File: src/rtl/gasp_pkg.sv
// Shared types, constants and page size selection for the glyph atlas shelf packer.
package gasp_pkg;

    localparam int HGAP_DEF = 2;
    localparam int VGAP_DEF = 2;
    localparam int GRID_N   = 5;
    localparam logic [9:0] SIDE_MIN   = 10'd32;
    localparam logic [9:0] CURSOR_RST = 10'd2;

    typedef struct packed {
        logic        page_open;
        logic [9:0]  cursor_x;
        logic [9:0]  cursor_y;
        logic [7:0]  shelf_height;
        logic [9:0]  page_w;
        logic [9:0]  page_h;
        logic [31:0] area_done;
        logic [7:0]  page_counter;
    } gasp_state_t;

    typedef struct packed {
        logic       placed;
        logic [8:0] pos_x;
        logic [8:0] pos_y;
        logic [7:0] page_index;
        logic [9:0] page_width;
        logic [9:0] page_height;
        logic       prev_page_closed;
        logic       too_large;
    } gasp_result_t;

    // First grid entry (outer index a, inner b) whose area exceeds rem.
    // Sides are powers of two, so each product is a single bit position.
    function automatic logic [19:0] choose_page(input logic [31:0] rem);
        logic        found;
        logic [9:0]  sa;
        logic [9:0]  sb;
        logic [19:0] pick;
        found = 1'b0;
        pick  = {10'd512, 10'd512};
        for (int a = 0; a < GRID_N; a++) begin
            for (int b = 0; b < GRID_N; b++) begin
                sa = SIDE_MIN << a;
                sb = SIDE_MIN << b;
                if (!found && ({1'b0, rem} < (33'd1 << (10 + a + b)))) begin
                    found = 1'b1;
                    pick  = (sa >= sb) ? {sa, sb} : {sb, sa};
                end
            end
        end
        return pick;
    endfunction

endpackage

File: src/rtl/glyph_atlas_shelf_packer.sv
// Top level of the glyph atlas shelf packer: input register, placement, result register.
//
//  channel | handshake            | word
//  --------+----------------------+--------------------------------------------
//  cfg     | cfg_valid/cfg_ready  | total_area
//  in      | in_valid/in_ready    | glyph_width, glyph_height, first_glyph
//  out     | out_valid/out_ready  | placed, pos_x, pos_y, page_index,
//          |                      | page_width, page_height, prev_page_closed,
//          |                      | too_large
//
// One word per cycle sustained while out_ready stays high. out_valid rises when a word
// reaches the result register from the input register through the placement step (page
// size pick, fit checks, padded area add), which is combinational and updates the page
// state. cfg_ready is always high. Reset clears page state to no open page.
// A stalled output holds its word; the input register then takes one more word and
// holds it until the result register drains.
module glyph_atlas_shelf_packer
    import gasp_pkg::*;
#(
    parameter int HGAP = HGAP_DEF,
    parameter int VGAP = VGAP_DEF
)(
    input  logic        clk,
    input  logic        rst_n,
    input  logic        cfg_valid,
    output logic        cfg_ready,
    input  logic [31:0] total_area,
    input  logic        in_valid,
    output logic        in_ready,
    input  logic [7:0]  glyph_width,
    input  logic [7:0]  glyph_height,
    input  logic        first_glyph,
    output logic        out_valid,
    input  logic        out_ready,
    output logic        placed,
    output logic [8:0]  pos_x,
    output logic [8:0]  pos_y,
    output logic [7:0]  page_index,
    output logic [9:0]  page_width,
    output logic [9:0]  page_height,
    output logic        prev_page_closed,
    output logic        too_large
);

    logic [31:0]  total_area_reg;
    logic         in_valid_reg, in_valid_next;
    logic [7:0]   width_reg, height_reg;
    logic         first_reg;
    logic         out_valid_reg, out_valid_next;
    gasp_result_t res_reg, res_next;
    gasp_state_t  st_reg, st_next;
    logic         advance;

    localparam gasp_state_t ST_RST = '{
        page_open:    1'b0,
        cursor_x:     CURSOR_RST,
        cursor_y:     CURSOR_RST,
        shelf_height: 8'd0,
        page_w:       SIDE_MIN,
        page_h:       SIDE_MIN,
        area_done:    32'd0,
        page_counter: 8'd0
    };

    gasp_place #(
        .HGAP (HGAP),
        .VGAP (VGAP)
    ) u_place (
        .st           (st_reg),
        .total_area   (total_area_reg),
        .glyph_width  (width_reg),
        .glyph_height (height_reg),
        .first_glyph  (first_reg),
        .st_next      (st_next),
        .res          (res_next)
    );

    assign cfg_ready      = 1'b1;
    assign advance        = in_valid_reg && (!out_valid_reg || out_ready);
    assign in_ready       = !in_valid_reg || advance;
    assign in_valid_next  = (in_valid && in_ready) || (in_valid_reg && !advance);
    assign out_valid_next = advance || (out_valid_reg && !out_ready);

    always_ff @(posedge clk or negedge rst_n)
    begin
        if (!rst_n)
        begin
            total_area_reg <= 32'd0;
            in_valid_reg   <= 1'b0;
            out_valid_reg  <= 1'b0;
            st_reg         <= ST_RST;
        end
        else
        begin
            if (cfg_valid && cfg_ready)
            begin
                total_area_reg <= total_area;
            end
            in_valid_reg  <= in_valid_next;
            out_valid_reg <= out_valid_next;
            if (advance)
            begin
                st_reg <= st_next;
            end
        end
    end

    always_ff @(posedge clk)
    begin
        if (in_valid && in_ready)
        begin
            width_reg  <= glyph_width;
            height_reg <= glyph_height;
            first_reg  <= first_glyph;
        end
        if (advance)
        begin
            res_reg <= res_next;
        end
    end

    assign out_valid        = out_valid_reg;
    assign placed           = res_reg.placed;
    assign pos_x            = res_reg.pos_x;
    assign pos_y            = res_reg.pos_y;
    assign page_index       = res_reg.page_index;
    assign page_width       = res_reg.page_width;
    assign page_height      = res_reg.page_height;
    assign prev_page_closed = res_reg.prev_page_closed;
    assign too_large        = res_reg.too_large;

endmodule

File: src/rtl/gasp_place.sv
// Placement logic: next packer state and result for one glyph.
module gasp_place
    import gasp_pkg::*;
#(
    parameter int HGAP = HGAP_DEF,
    parameter int VGAP = VGAP_DEF
)(
    input  gasp_state_t  st,
    input  logic [31:0]  total_area,
    input  logic [7:0]   glyph_width,
    input  logic [7:0]   glyph_height,
    input  logic         first_glyph,
    output gasp_state_t  st_next,
    output gasp_result_t res
);

    localparam logic [9:0]  HX  = 10'(HGAP);
    localparam logic [9:0]  VY  = 10'(VGAP);
    localparam logic [11:0] VG12 = 12'(VGAP);

    function automatic logic fits(input logic [9:0] x, input logic [11:0] y,
                                  input logic [7:0] w, input logic [7:0] h,
                                  input logic [9:0] pw, input logic [9:0] ph);
        return (({2'b0, x} + {4'b0, w}) <= ({2'b0, pw} - 12'd1)) &&
               ((y + {4'b0, h}) <= ({2'b0, ph} - 12'd1));
    endfunction

    logic        po;
    logic [31:0] ad;
    logic [7:0]  pc;
    logic [31:0] rem;
    logic [9:0]  nw, nh;
    logic [9:0]  cx, cy, pw, ph;
    logic [7:0]  sh;
    logic [11:0] ny;
    logic        fit1, fit2, fit3;
    logic        skip;
    logic [8:0]  pad_w, pad_h;
    logic [17:0] pad_area;
    logic        place;
    logic [9:0]  px;
    logic [9:0]  py;

    assign po  = first_glyph ? 1'b0  : st.page_open;
    assign ad  = first_glyph ? 32'd0 : st.area_done;
    assign pc  = first_glyph ? 8'd0  : st.page_counter;
    assign rem = total_area - ad;
    assign {nw, nh} = choose_page(rem);

    assign cx = po ? st.cursor_x     : HX;
    assign cy = po ? st.cursor_y     : VY;
    assign sh = po ? st.shelf_height : glyph_height;
    assign pw = po ? st.page_w       : nw;
    assign ph = po ? st.page_h       : nh;
    assign ny = {2'b0, cy} + {4'b0, sh} + VG12;

    assign fit1 = fits(cx, {2'b0, cy}, glyph_width, glyph_height, pw, ph);
    assign fit2 = fits(HX, ny, glyph_width, glyph_height, pw, ph);
    assign fit3 = fits(HX, {2'b0, VY}, glyph_width, glyph_height, nw, nh);

    assign skip     = (glyph_width == 8'd0) || (glyph_height == 8'd0);
    assign pad_w    = {1'b0, glyph_width} + 9'(HGAP);
    assign pad_h    = {1'b0, glyph_height} + 9'(VGAP);
    assign pad_area = pad_w * pad_h;

    always_comb
    begin
        st_next              = st;
        res                  = '0;
        place                = 1'b0;
        px                   = cx;
        py                   = cy;
        st_next.page_open    = po;
        st_next.area_done    = ad;
        st_next.page_counter = pc;
        if (!skip)
        begin
            st_next.page_open    = 1'b1;
            st_next.cursor_x     = cx;
            st_next.cursor_y     = cy;
            st_next.shelf_height = sh;
            st_next.page_w       = pw;
            st_next.page_h       = ph;
            if (fit1)
            begin
                place = 1'b1;
            end
            else if (fit2)
            begin
                st_next.cursor_y     = ny[9:0];
                st_next.shelf_height = glyph_height;
                px                   = HX;
                py                   = ny[9:0];
                place                = 1'b1;
            end
            else if ((cx == HX) && (cy == VY))
            begin
                res.too_large = 1'b1;
            end
            else
            begin
                // close the page and start a fresh one
                res.prev_page_closed = 1'b1;
                if (pc != 8'hFF)
                begin
                    st_next.page_counter = pc + 8'd1;
                end
                st_next.cursor_x     = HX;
                st_next.cursor_y     = VY;
                st_next.shelf_height = glyph_height;
                st_next.page_w       = nw;
                st_next.page_h       = nh;
                px                   = HX;
                py                   = VY;
                if (fit3)
                begin
                    place = 1'b1;
                end
                else
                begin
                    res.too_large = 1'b1;
                end
            end
            if (place)
            begin
                st_next.cursor_x  = px + {2'b0, glyph_width} + HX;
                st_next.area_done = ad + {14'b0, pad_area};
                res.placed        = 1'b1;
                res.pos_x         = px[8:0];
                res.pos_y         = py[8:0];
            end
        end
        res.page_index  = st_next.page_counter;
        res.page_width  = st_next.page_w;
        res.page_height = st_next.page_h;
    end

endmodule

File: config.mk
export PLATFORM = sky130hd
export DESIGN_NAME = glyph_atlas_shelf_packer
export DESIGN_NICKNAME = d
export VERILOG_FILES = /design/src/rtl/gasp_pkg.sv /design/src/rtl/glyph_atlas_shelf_packer.sv /design/src/rtl/gasp_place.sv
export SDC_FILE = /design/constraint.sdc
export NUM_CORES = 1
export LEC_CHECK = 0
export BUFFER_PORTS_ARGS = -buffer_cell sky130_fd_sc_hd__clkbuf_2
export CAP_MARGIN = 20
export CORE_MARGIN = 3
export CORE_UTILIZATION = 54
export DETAILED_ROUTE_END_ITERATION = 7
export PLACE_DENSITY = 0.72
export RECOVER_POWER = 50
export SLEW_MARGIN = 10
export SYNTH_ARGS = -nofsm -noshare
export SYNTH_HDL_FRONTEND = slang
export SYNTH_SLANG_ARGS = --single-unit
File: constraint.sdc
create_clock -name clk -period 10.3 [get_ports clk]
set_input_delay 1.03 -clock clk [delete_from_list [all_inputs] [get_ports clk]]
set_output_delay 1.03 -clock clk [all_outputs]
set_load 0.01 [all_outputs]
[Word level (Yosys, flattened, before mapping)]
Cells that the tools add are included.
Storage, ports and cells
  register bits: 189
  output and inout bits: 52
Cells by class
  $add $sub $neg: 18
  multiply operators: 1
  order comparisons: 15
  equality and inequality tests: 3
  muxes and demuxes: 85
  bitwise operators: 2
  reduce and logical (&&, ||, !) cells: 70
Operator list (count)
  20-bit two-way mux: 26
  10-bit two-way mux: 10
  48-bit two-way mux: 2
  89-bit two-way mux: 1
  12-bit <= comparator: 6
  32-bit two-way mux: 2
  8-bit two-way mux: 6
  10-bit by 1-bit subtractor with 11-bit output (second input constant): 4
  10-bit by 8-bit adder with 11-bit output: 3
  1-bit two-way mux: 33
  32-bit by 18-bit adder with 32-bit output: 1
  1-bit logical AND: 32
  32-bit by 11-bit < comparator with 1-bit output (second input constant): 1
  32-bit by 12-bit < comparator with 1-bit output (second input constant): 1
  32-bit by 13-bit < comparator with 1-bit output (second input constant): 1
  32-bit by 14-bit < comparator with 1-bit output (second input constant): 1
  32-bit by 15-bit < comparator with 1-bit output (second input constant): 1
  32-bit by 16-bit < comparator with 1-bit output (second input constant): 1
  32-bit by 17-bit < comparator with 1-bit output (second input constant): 1
  32-bit by 18-bit < comparator with 1-bit output (second input constant): 1
  32-bit by 19-bit < comparator with 1-bit output (second input constant): 1
  32-bit subtractor: 1
  1-bit logical NOT: 28
  9-bit two-way mux: 3
  18 further kinds: 27

[Logic depth before layout (Yosys ltp)]
  depth after elaboration: 87
  gate-level depth with buffers: 50
  depth with buffers taken out: 45

[Modules after synthesis]
From an unflattened synthesis, not the netlist that was laid out.
Unflattened totals
  cells, all modules: 1820
  area, all modules: 17576.9 sq um
Modules (own cells, without submodules)
  gasp_place: times used 1, cells an instance 1488, area each 10920.5 sq um
  glyph_atlas_shelf_packer: times used 1, cells an instance 332, area each 6656.4 sq um

[Worst setup path before layout]
No wires, ideal clock.
  path type: reg2reg
  from: reg first_reg
  to: reg st_reg[87] (netlist name)
  setup time: 121 ps
  data arrival time: 8680 ps
  data required time: 10179 ps
  setup slack: 1499 ps
  cell stages (with the launch flop): 50
  buffers on the path: 4
  clock period less this slack: 8801 ps
  path through: edfxtp_1 > inv_1 > clkbuf_1 > buf_1 > buf_1 > nand2_1 > ha_1 > buf_2 > nand2_1 > a32oi_1 > o21ai_0 > a2111oi_0 > nor2_1 > xnor2_1 > nor4_1 > and4bb_2 > and3_1 > nand3_1 > [14 not listed] > o221ai_1 > nand2_1 > nor2_1 > ha_1 > inv_1 > ha_1 > inv_1 > fa_1 > nor2b_1 > o21ai_0 > nand2b_1 > a21oi_1 > o21bai_1 > a21o_1 > a21oi_1 > xnor2_1 > a21o_1 > a22o_1
On the way
  longest elaborated chain between the ends: 86
RTL lines
  start, declared: line glyph_atlas_shelf_packer.sv:48  | logic first_reg;
  start signal, assigned: line glyph_atlas_shelf_packer.sv:114  | first_reg <= first_glyph;
  32-bit two-way mux: line gasp_place.sv:45  | assign ad = first_glyph ? 32'd0 : st.area_done;
  32-bit subtractor: line gasp_place.sv:47  | assign rem = total_area - ad;
  32-bit by 11-bit < comparator with 1-bit output: line gasp_pkg.sv:45  | if (!found && ({1'b0, rem} < (33'd1 << (10 + a + b)))) begin
  1-bit two-way mux: line gasp_pkg.sv:45
  1-bit logical NOT: line gasp_pkg.sv:45
  1-bit logical AND: line gasp_pkg.sv:45
  1-bit two-way mux: line gasp_pkg.sv:45
  1-bit logical NOT: line gasp_pkg.sv:45
  [70 not listed]
  12-bit <= comparator, on equally long branches: line gasp_place.sv:24, gasp_place.sv:25
  1-bit logical AND: line gasp_place.sv:24  | return (({2'b0, x} + {4'b0, w}) <= ({2'b0, pw} - 12'd1)) &&
  10-bit two-way mux: line gasp_place.sv:88  | else if (fit2)
  10-bit two-way mux: line gasp_place.sv:84  | if (fit1)
  10-bit two-way mux: line gasp_place.sv:76  | if (!skip)
  10-bit by 8-bit adder with 10-bit output: line gasp_place.sv:126  | st_next.cursor_x = px + {2'b0, glyph_width} + HX;
  10-bit by 2-bit adder with 10-bit output: line gasp_place.sv:126
  10-bit two-way mux (*): line gasp_place.sv:124  | if (place)
  end signal, assigned: line glyph_atlas_shelf_packer.sv:103  | st_reg <= st_next;
  end, declared: line glyph_atlas_shelf_packer.sv:51  | gasp_state_t st_reg, st_next;
Mark *: on every way between the ends. The rest lies on a longest branch, timed or not. The select of a mux whose other input is x is not followed.
A chain may end at the register's enable or synchronous reset.

[Worst setup path in the final report]
Same ends and word-level chain as after synthesis.

==> results.txt <==
drt pass-1 iters - 5
max-cap check violation count - 4
Worst setup SP type - flip-flop
worst slew pin tran - 2.954 ns
Synth cell types - 84
cts repair resizes - 0
synth cell count leaders - nand2_1, ha_1, inv_1
Initial Util - 0.5529
Crit Path Category - reg2reg
total negative slack - 0 ns
most frequent cell after synthesis - nand2_1
placed insts - 2346
ys flop type - dfrtp_1
DIE AREA - 33730 sq um
Cells after Synth - 1893
num ports - 106
status - finished with violations
number of setup buffers added after CTS - 0
CTS max path bufs - 2
Total Routing Usage GR - 0.2753
clock root cell - clkbuf_16
final net count - 2282
Largest register FFs - 89
Layout fillers - 2729
CP endpoint kind - flip-flop
Pins Over Slew Limit - 161
Syn Area/Cell - 9.004 sq um
core region area - 30830 sq um
die height - 183.7 microns
Antenna Cells - 0
Std-Cell Rows - 64
Critical Path AT - 9.75 ns
violated checks - capacitance limit, slew limit
skew final - 0.01282 ns
H-tree levels - 4
Top Layer Used - met4
worst hold path type - reg2reg
Synth area leaders - dfrtp_1, ha_1, edfxtp_1, fa_1, nand2_1
Min Hold Slack - 0.4769 ns
die width - 183.7 microns
via/cell ratio - 5.867
Layout area overhead - 8.236%
Peak VDD IR - 218.3 uV
Finished Layout Cells - 2379
Placed Area - 17930 sq um
power per cell area - 178.7 nW/um^2
mapped cell area - 17050 sq um
grt ovf - 0
Seq cells post-synth - 189
routed len/inst - 19.05 microns
hold violation total from the final report - 0
Slowest-stage cell, CP - a2111oi_1
initial antenna violation count - 0
via count - 13.96k
metal2 WL - 20.58 mm
Clock Latency Late Sink - 0.47 ns
CP max stage delay - 0.63 ns
CTS clk-pin slew, worst paths - 0.08 ns
synth warn - 0
CTS tree - built
Metal-1 WL - 21.26 mm
worst endpoint required time - 10.66 ns
Pwr Total - 3.297 mW
cell area after layout - 18450 sq um
post-synth top area cell - dfrtp_1
CTS Buf Count - 17
RSZ-0062 raised after global routing - false
post-DP HPWL - 35.74 mm
LEAKAGE - 8.720 nW
Hold-fix buffers, CTS - 0
area share of the largest cell type after synthesis - 0.1747
# DRC - 0
largest net degree at the start of global routing - 51
Iteration-0 DRC Markers - 919
syn_nets - 2205
global-route wire length before repair - 73.23 mm
Clock Sinks - 189
Post-synth EDFFs - 66
PortBufs - 104
Seq/Total Area, Yosys - 0.2971
remaining antenna violation count - 0
Max Freq - 106.4 MHz
Routed WL - 45.33 mm
ys async rst share - 0.6508
crit path max fanout - 22
layout cell share with drive strength beyond 1 - 0.09380
Setup violations, final - 0
gpl congestion - 0.9523
DR WL met3 - 2.567 mm
slew margin rel. - -0.9690
period utilisation layout - 0.9124
post-layout minimum cycle time - 9.398 ns
vias in the first global route - 13.86k
[worst paths after layout]
path	start	to	slack, ns	depth (start not counted)
worst max-delay path	first_reg	st_reg[87]	0.90	47
worst min-delay path	st_reg[72]	st_reg[72]	0.48	2
worst max register to register	first_reg	st_reg[87]	0.90	47
worst min register to register	st_reg[72]	st_reg[72]	0.48	2
max in group asynchronous	rst_n	st_reg[19]	3.75	3
min in group asynchronous	rst_n	total_area_reg[8]	1.06	1
[worst max-delay path, delay by kind of cell (launching register included)]
family                   cells  cell delay (ns)
AO/OA/AOI/OAI               16             3.01
AND/OR/NAND/NOR             17             2.76
adder cells (fa/ha/maj)      5             1.56
buffers and inverters        6             1.11
flip-flops                   1             0.44
XOR/XNOR                     3             0.41
[power breakdown]
part           internal (mW)  switching [mW]
sequential             0.883          0.0687
clock                  0.319           0.322
combinational          0.682            1.02
[through the flow]
stage	utilization	setup WS (ns)
2_1_floorplan	-	1.499
3_3_place_gp	0.5815	1.029
3_5_place_dp	0.5817	0.7817
4_1_cts	0.5998	0.7186
5_1_grt	0.5984	0.003247
6_report	0.5984	0.9020
[per-layer routing]
layer  up-vias  global-route usage
met5         -                   0
met4         0             0.07556
met3        49             0.03839
met2       406              0.4371
met1      6759              0.3977
li1       6744                   -
[cell families (layout without fill, tap and decap cells)]
family | count (synthesis) | in the layout | share of synthesized area
and+or+nand+nor | 658 | 658 | 0.1856
other | 2 | 2 | 0.0004406
adders and majority gates | 258 | 258 | 0.2198
xor gates and xnor gates | 107 | 107 | 0.05498
buffers and inverters | 251 | 341 | 0.05799
AOI/OAI and AO/OA | 354 | 354 | 0.1359
DFF | 189 | 189 | 0.2971
muxes | 74 | 74 | 0.04808
[placed cells by master (no fill, tap or decap), types with 18 or more instances in the layout]
cell	count
nand2_1	259
ha_1	189
inv_1	180
dfrtp_1	119
nor2_1	98
o21ai_0	90
a21oi_1	86
nand3_1	72
fa_1	69
xnor2_1	67
edfxtp_1	66
mux2_2	61
clkbuf_1	56
clkbuf_2	51
nor3_1	42
xor2_1	40
and2_1	36
nor2b_1	36
a21o_1	34
o21bai_1	25
nor4_1	22
nand2b_1	20
buf_4	18
[area by class of cell]
class / instances / area, sq um / share of cell area
Tap cell: 396 / 495.5 / 0.02686
Clock inverter: 14 / 128.9 / 0.006985
Clock buffer: 18 / 429.2 / 0.02326
Multi-Input combinational cell: 1453 / 11010 / 0.5969
Sequential cell: 189 / 5065 / 0.2745
Inverter: 184 / 694.4 / 0.03764
Timing Repair Buffer: 125 / 624.3 / 0.03384
Note: power is estimated with default switching activity, not from simulation.
